File: src/design/rlgb_pkg.sv
`default_nettype none

package rlgb_pkg;

  // store depth, a power of two
  localparam int STORE_TEXELS = 4096;
  localparam int ADDR_W = $clog2(STORE_TEXELS);
  localparam int CNT_W = 13;
  localparam int CFG_W = 16;
  localparam int SUM_W = ((ADDR_W > CNT_W) ? ADDR_W : CNT_W) + 1;

  localparam logic [1:0] KIND_WRITE = 2'd0;
  localparam logic [1:0] KIND_READ  = 2'd1;
  localparam logic [1:0] KIND_START = 2'd2;
  localparam logic [1:0] KIND_CODE  = 2'd3;

  localparam logic [2:0] REG_COLOR_RED   = 3'd0;
  localparam logic [2:0] REG_COLOR_GREEN = 3'd1;
  localparam logic [2:0] REG_COLOR_BLUE  = 3'd2;
  localparam logic [2:0] REG_MAP_WIDTH   = 3'd3;
  localparam logic [2:0] REG_RECT_LEFT   = 3'd4;
  localparam logic [2:0] REG_RECT_TOP    = 3'd5;
  localparam logic [2:0] REG_RECT_WIDTH  = 3'd6;
  localparam logic [2:0] REG_RECT_HEIGHT = 3'd7;

  localparam logic [7:0] ESCAPE_CODE = 8'hFF;

  localparam logic [1:0] PHASE_PLAIN = 2'd0;
  localparam logic [1:0] PHASE_COUNT = 2'd1;
  localparam logic [1:0] PHASE_VALUE = 2'd2;

  typedef struct packed {
    logic [1:0]  kind;
    logic [11:0] texel_address;
    logic [7:0]  write_red;
    logic [7:0]  write_green;
    logic [7:0]  write_blue;
    logic [7:0]  code_byte;
  } in_t;

  typedef struct packed {
    logic [7:0] read_red;
    logic [7:0] read_green;
    logic [7:0] read_blue;
    logic       rect_done;
  } out_t;

  typedef struct packed {
    logic              load;
    logic              advance;
    logic [ADDR_W-1:0] origin;
  } cur_ctrl_t;

  typedef struct packed {
    logic              rows_zero;
    logic [ADDR_W-1:0] addr;
  } cur_stat_t;

  function automatic logic [ADDR_W-1:0] to_addr(input logic [11:0] a);
    logic [ADDR_W+11:0] w;
    w = {{ADDR_W{1'b0}}, a};
    return w[ADDR_W-1:0];
  endfunction

  function automatic logic [7:0] chan_add(input logic [15:0] color, input logic [7:0] v);
    logic [23:0] p;
    p = {8'd0, color} * {16'd0, v};
    return (p[23:20] != 4'd0) ? 8'hFF : p[19:12];
  endfunction

  function automatic logic [7:0] sat8(input logic [7:0] a, input logic [7:0] b);
    logic [8:0] s;
    s = {1'b0, a} + {1'b0, b};
    return s[8] ? 8'hFF : s[7:0];
  endfunction

endpackage

`default_nettype wire

File: src/design/rlgb_cursor.sv
`default_nettype none

module rlgb_cursor (
  input  wire                          clk,
  input  wire                          rst_n,
  input  wire rlgb_pkg::cur_ctrl_t     ctrl,
  input  wire [rlgb_pkg::CNT_W-1:0]    map_width,
  input  wire [rlgb_pkg::CNT_W-1:0]    rect_width,
  input  wire [rlgb_pkg::CNT_W-1:0]    rect_height,
  output rlgb_pkg::cur_stat_t          stat
);

  logic [rlgb_pkg::ADDR_W-1:0] cursor_r, cursor_nxt;
  logic [rlgb_pkg::ADDR_W-1:0] base_r, base_nxt;
  logic [rlgb_pkg::CNT_W-1:0]  cols_r, cols_nxt;
  logic [rlgb_pkg::CNT_W-1:0]  rows_r, rows_nxt;
  logic [rlgb_pkg::CNT_W-1:0]  cols_dec, rows_dec;
  logic [rlgb_pkg::SUM_W-1:0]  base_sum;

  assign base_sum = rlgb_pkg::SUM_W'(base_r) + rlgb_pkg::SUM_W'(map_width);

  always_comb begin
    cursor_nxt = cursor_r;
    base_nxt   = base_r;
    cols_nxt   = cols_r;
    rows_nxt   = rows_r;
    cols_dec   = (cols_r != '0) ? cols_r - rlgb_pkg::CNT_W'(1) : '0;
    rows_dec   = (rows_r != '0) ? rows_r - rlgb_pkg::CNT_W'(1) : '0;
    if (rows_dec != '0 && rect_width == '0) begin
      rows_dec = '0;
    end
    if (ctrl.load) begin
      cursor_nxt = ctrl.origin;
      base_nxt   = ctrl.origin;
      if (rect_width == '0 || rect_height == '0) begin
        cols_nxt = '0;
        rows_nxt = '0;
      end else begin
        cols_nxt = rect_width;
        rows_nxt = rect_height;
      end
    end else if (ctrl.advance) begin
      if (cols_dec == '0) begin
        rows_nxt = rows_dec;
        cols_nxt = '0;
        if (rows_dec != '0) begin
          base_nxt   = base_sum[rlgb_pkg::ADDR_W-1:0];
          cursor_nxt = base_sum[rlgb_pkg::ADDR_W-1:0];
          cols_nxt   = rect_width;
        end
      end else begin
        cols_nxt   = cols_dec;
        cursor_nxt = cursor_r + rlgb_pkg::ADDR_W'(1);
      end
    end
  end

  always_ff @(posedge clk) begin
    if (!rst_n) begin
      cursor_r <= '0;
      base_r   <= '0;
      cols_r   <= '0;
      rows_r   <= '0;
    end else begin
      cursor_r <= cursor_nxt;
      base_r   <= base_nxt;
      cols_r   <= cols_nxt;
      rows_r   <= rows_nxt;
    end
  end

  assign stat.rows_zero = (rows_r == '0);
  assign stat.addr      = cursor_r;

endmodule

`default_nettype wire

File: config.mk
export PLATFORM = sky130hd
export DESIGN_NAME = rlgb_cursor
export DESIGN_NICKNAME = d
export VERILOG_FILES = /design/src/design/rlgb_pkg.sv /design/src/design/rlgb_cursor.sv
export SDC_FILE = /design/constraint.sdc
export NUM_CORES = 1
export LEC_CHECK = 0
export BUFFER_PORTS_ARGS = -buffer_cell sky130_fd_sc_hd__buf_2
export CORE_MARGIN = 2
export CORE_UTILIZATION = 30
export DETAILED_ROUTE_END_ITERATION = 8
export GPL_TIMING_DRIVEN = 1
export PLACE_DENSITY_LB_ADDON = 0.08
export SETUP_SLACK_MARGIN = 0.15
export SYNTH_ARGS = -nofsm -noshare
export SYNTH_HDL_FRONTEND = slang
export SYNTH_SLANG_ARGS = --single-unit
File: constraint.sdc
create_clock -name clk -period 3.51 [get_ports clk]
set_clock_uncertainty 0.15 [all_clocks]
set_input_delay 0.702 -clock clk [delete_from_list [all_inputs] [get_ports clk]]
set_output_delay 0.702 -clock clk [all_outputs]
set_load 0.05 [all_outputs]
==> impl_metrics.json <==
{
  "grt_pass1_wl_mm": 20.58,
  "synth_top_family_by_area": "compound AO/OA/AOI/OAI gates",
  "synthArstFlopShare_pct": 0,
  "htree_num_levels": 2,
  "synth-edff-count": 0,
  "clock_latency_ns": 0.29,
  "avgSynthCellArea_um2": 7.819,
  "path_cells": "inv_1 -> ha_1 -> or4b_4 -> xnor2_1 -> o31ai_1 -> a31oi_1 -> buf_4 -> nor2_4 -> nand3_4 -> or4_1 -> a31oi_1",
  "synth_seq_cells": 50,
  "synth_ff_type": "dfxtp_1",
  "n_fill_cell": 1328,
  "initial_core_util_pct": 30.67,
  "antenna_cells": 0,
  "setup_violations": 0,
  "row_count": 41,
  "rr_worst_depth": 11,
  "synth_compound_area_share_pct": 27.95,
  "dieArea_mm2": 0.01377,
  "fin_setup_tns_ns": 0,
  "fmax_mhz": 311.0,
  "critPathSlowestCell": "or4b_4",
  "relSlewSlack_pct": 28.20,
  "p_leak_uw": 0.001931,
  "p_per_area_mw_per_mm2": 414.9,
  "hold_path_depth": 2,
  "design.core.area_mm2": 0.01257,
  "whs_endpoint": "base_r[3]",
  "drive_gt1_share_pct": 24.07,
  "status": "complete, no violations",
  "grt_overflow": 0,
  "hp-start": "base_r[3]",
  "cp_max_fo": 10,
  "vias": 3977,
  "die_w_um": 117.4,
  "synth.area.mux_share_pct": 3.440,
  "period_minus_slack_ns": 3.215,
  "cts_made_buffers": 5,
  "gp_congestion": 0.8277,
  "finalHoldViolations": 0,
  "nets": 634,
  "grt_max_degree": 40,
  "worst_pin_slew_ns": 1.075,
  "cts_setup_buffers": 0,
  "wl_per_cell_um": 17.34,
  "cp_slowest_stage_delay_ns": 0.56,
  "ant_nets": 0,
  "multi_input_area_mm2": 0.002690,
  "cts_buffer_depth": 2,
  "min_path_type": "register to register",
  "timing.critical_path.buf_inv": 2,
  "synth_cells": 493,
  "avgViaCountPerCell": 5.396,
  "reg2reg_setup_slack_ns": 0.29,
  "synth_warnings": 0,
  "r2r_start": "cols_r[1]",
  "portBuffers": 66,
  "cts_resized": 0,
  "maxCapViolations": 0,
  "ir_worst_vdd_v": 0.0001647,
  "tritoncts": "yes",
  "criticalPathCategory": "register to register",
  "drc": 0,
  "critPathRequiredTime_ns": 3.59,
  "maxSlewViolCount": 0,
  "endpoint_kind": "register",
  "seqCellArea_mm2": 0.001002,
  "cts.sink_count": 50,
  "first_global_vias": 3875,
  "synth_fa_ha_area_share_pct": 5.323,
  "dp_hpwl_mm": 9.519,
  "grt_setup_unrepaired": "yes",
  "ios": 68,
  "hold_buffers": 0,
  "die_h_um": 117.4,
  "grtUsageTotal_pct": 18.30,
  "syn2layout_area_growth_pct": 22.53,
  "synth_xor_area_share_pct": 5.420,
  "root_buffer": "clkbuf_16",
  "worst_slack_ns": 0.2947,
  "syn_nets": 563,
  "r2r-end": "base_r[3]",
  "clk_pin_slew_ns": 0.08,
  "cp-start-kind": "register",
  "synth_simple_gate_area_share_pct": 26.71,
  "total_power_uw": 1960,
  "ys_seq_area_share_pct": 25.97,
  "synth_cell_types": 71,
  "antenna_found_initial": 0,
  "crit_family": "simple AND/OR/NAND/NOR gates",
  "drt_first_iter_violations": 295,
  "finalWirelength_mm": 12.78,
  "critPathMostFrequentCell": "a31oi_1",
  "crit_arrival_ns": 3.30,
  "min_period_over_period_pct": 91.61,
  "netlist_area_mm2": 0.003855,
  "drtPass1Iterations": 4,
  "place_ws_ns": 0.02846
}
## layer usage
| metal | vias up | part of all wire [%] | global-route usage [%] |
|---|---|---|---|
| met5 | - | 0 | 0 |
| met1 | 1871 | 50 | 26.68 |
| met4 | 0 | 0.63 | 3.539 |
| met3 | 6 | 4.8 | 3.113 |
| li1 | 2008 | - | - |
| met2 | 92 | 45 | 28.40 |
## flip-flops by register name, indices dropped and copies added, names as in the netlist
signal and cells:
cols_r 13, rows_r 13, base_r 12, cursor_r 12
## layout by cell type, fill, tap and decap left out, types with 4 or more instances in the layout
| cell | instances |
|---|---|
| a211oi_1 | 5 |
| a21o_1 | 4 |
| a21oi_1 | 24 |
| a22o_1 | 4 |
| a311oi_2 | 6 |
| a31oi_1 | 11 |
| a32o_1 | 6 |
| and3_1 | 6 |
| buf_2 | 66 |
| buf_4 | 28 |
| clkbuf_16 | 5 |
| dfxtp_1 | 49 |
| ha_1 | 13 |
| inv_1 | 15 |
| mux2i_1 | 11 |
| nand2_1 | 47 |
| nand3_1 | 21 |
| nand4_1 | 4 |
| nor2_1 | 36 |
| nor2b_1 | 6 |
| nor3_1 | 24 |
| nor4_1 | 12 |
| o211ai_1 | 4 |
| o21a_1 | 4 |
| o21ai_0 | 38 |
| o2bb2ai_1 | 6 |
| o31ai_1 | 9 |
| or4_1 | 5 |
| xnor2_1 | 15 |
| xor2_1 | 7 |
## worst max-delay path by stage
stage | startpoint | end | slack (ns) | cells past startpoint
finish | cols_r[1] | base_r[3] | 0.29 | 11
CTS | cols_r[1] | base_r[3] | 0.16 | 11
global placement | map_width[0] | cursor_r[10] | 0.02 | 12
global route | cols_r[1] | rows_r[3] | 0.13 | 12
floorplan | map_width[0] | cursor_r[10] | 0.34 | 11
detailed placement | map_width[0] | cursor_r[10] | 0.03 | 12
## worst register-to-register path: cells and delay by family (launching register included)
kind            cells  cell delay, ns
simple gates        4            1.49
xor+xnor            1            0.16
fa+ha+maj           1            0.16
flops               1            0.31
buf+inv             2            0.25
compound gates      3            0.62
## synth_stat cells (all sizes together) (11+ instances only)
master,count,area (µm²)
xnor2,16,147.7
nor2,38,152.6
nand3,22,122.6
nor4,14,102.6
mux2i,11,110.1
a31oi,11,68.82
inv,15,56.30
a21oi,25,136.4
nor3,24,120.1
nand2,47,176.4
ha,14,175.2
dfxtp,50,1001
o21ai,40,203.9
clkbuf,19,71.32
buf,12,72.57
## where the power goes
part / total [µW] / internal (µW) / switching [µW]
clock network: 664 / 429 / 235
registers: 670 / 613 / 56.7
logic: 626 / 258 / 368
total: 1960 / 1300 / 660
## kinds of logic (layout without fill, tap and decap cells)
group | Yosys count | count (layout)
fa+ha+maj | 16 | 16
xor+xnor | 23 | 23
flops | 50 | 50
mux | 13 | 13
compound gates | 152 | 152
buf+inv | 46 | 118
simple gates | 193 | 193
## through the flow
step	hold WS, ns	utilization, %	std cells	cell area, µm²
final	0.3505	37.58	737	4723
after global routing	0.3637	37.58	737	4723
after CTS	0.3499	37.28	737	4686
after detailed placement	0.3338	35.70	729	4487
after global placement	0.3338	35.70	729	4487
after floorplan	0.3045	-	493	3855
## cell type report
class / count / share of cell area (%)
multi-input combinational: 397 / 56.95
sequential: 50 / 21.22
tap: 172 / 4.556
clock inverter: 2 / 1.272
timing repair buffer: 95 / 11.87
inverter: 15 / 1.192
clock buffer: 6 / 2.940
No activity file was read; power rests on OpenSTA's default activity.
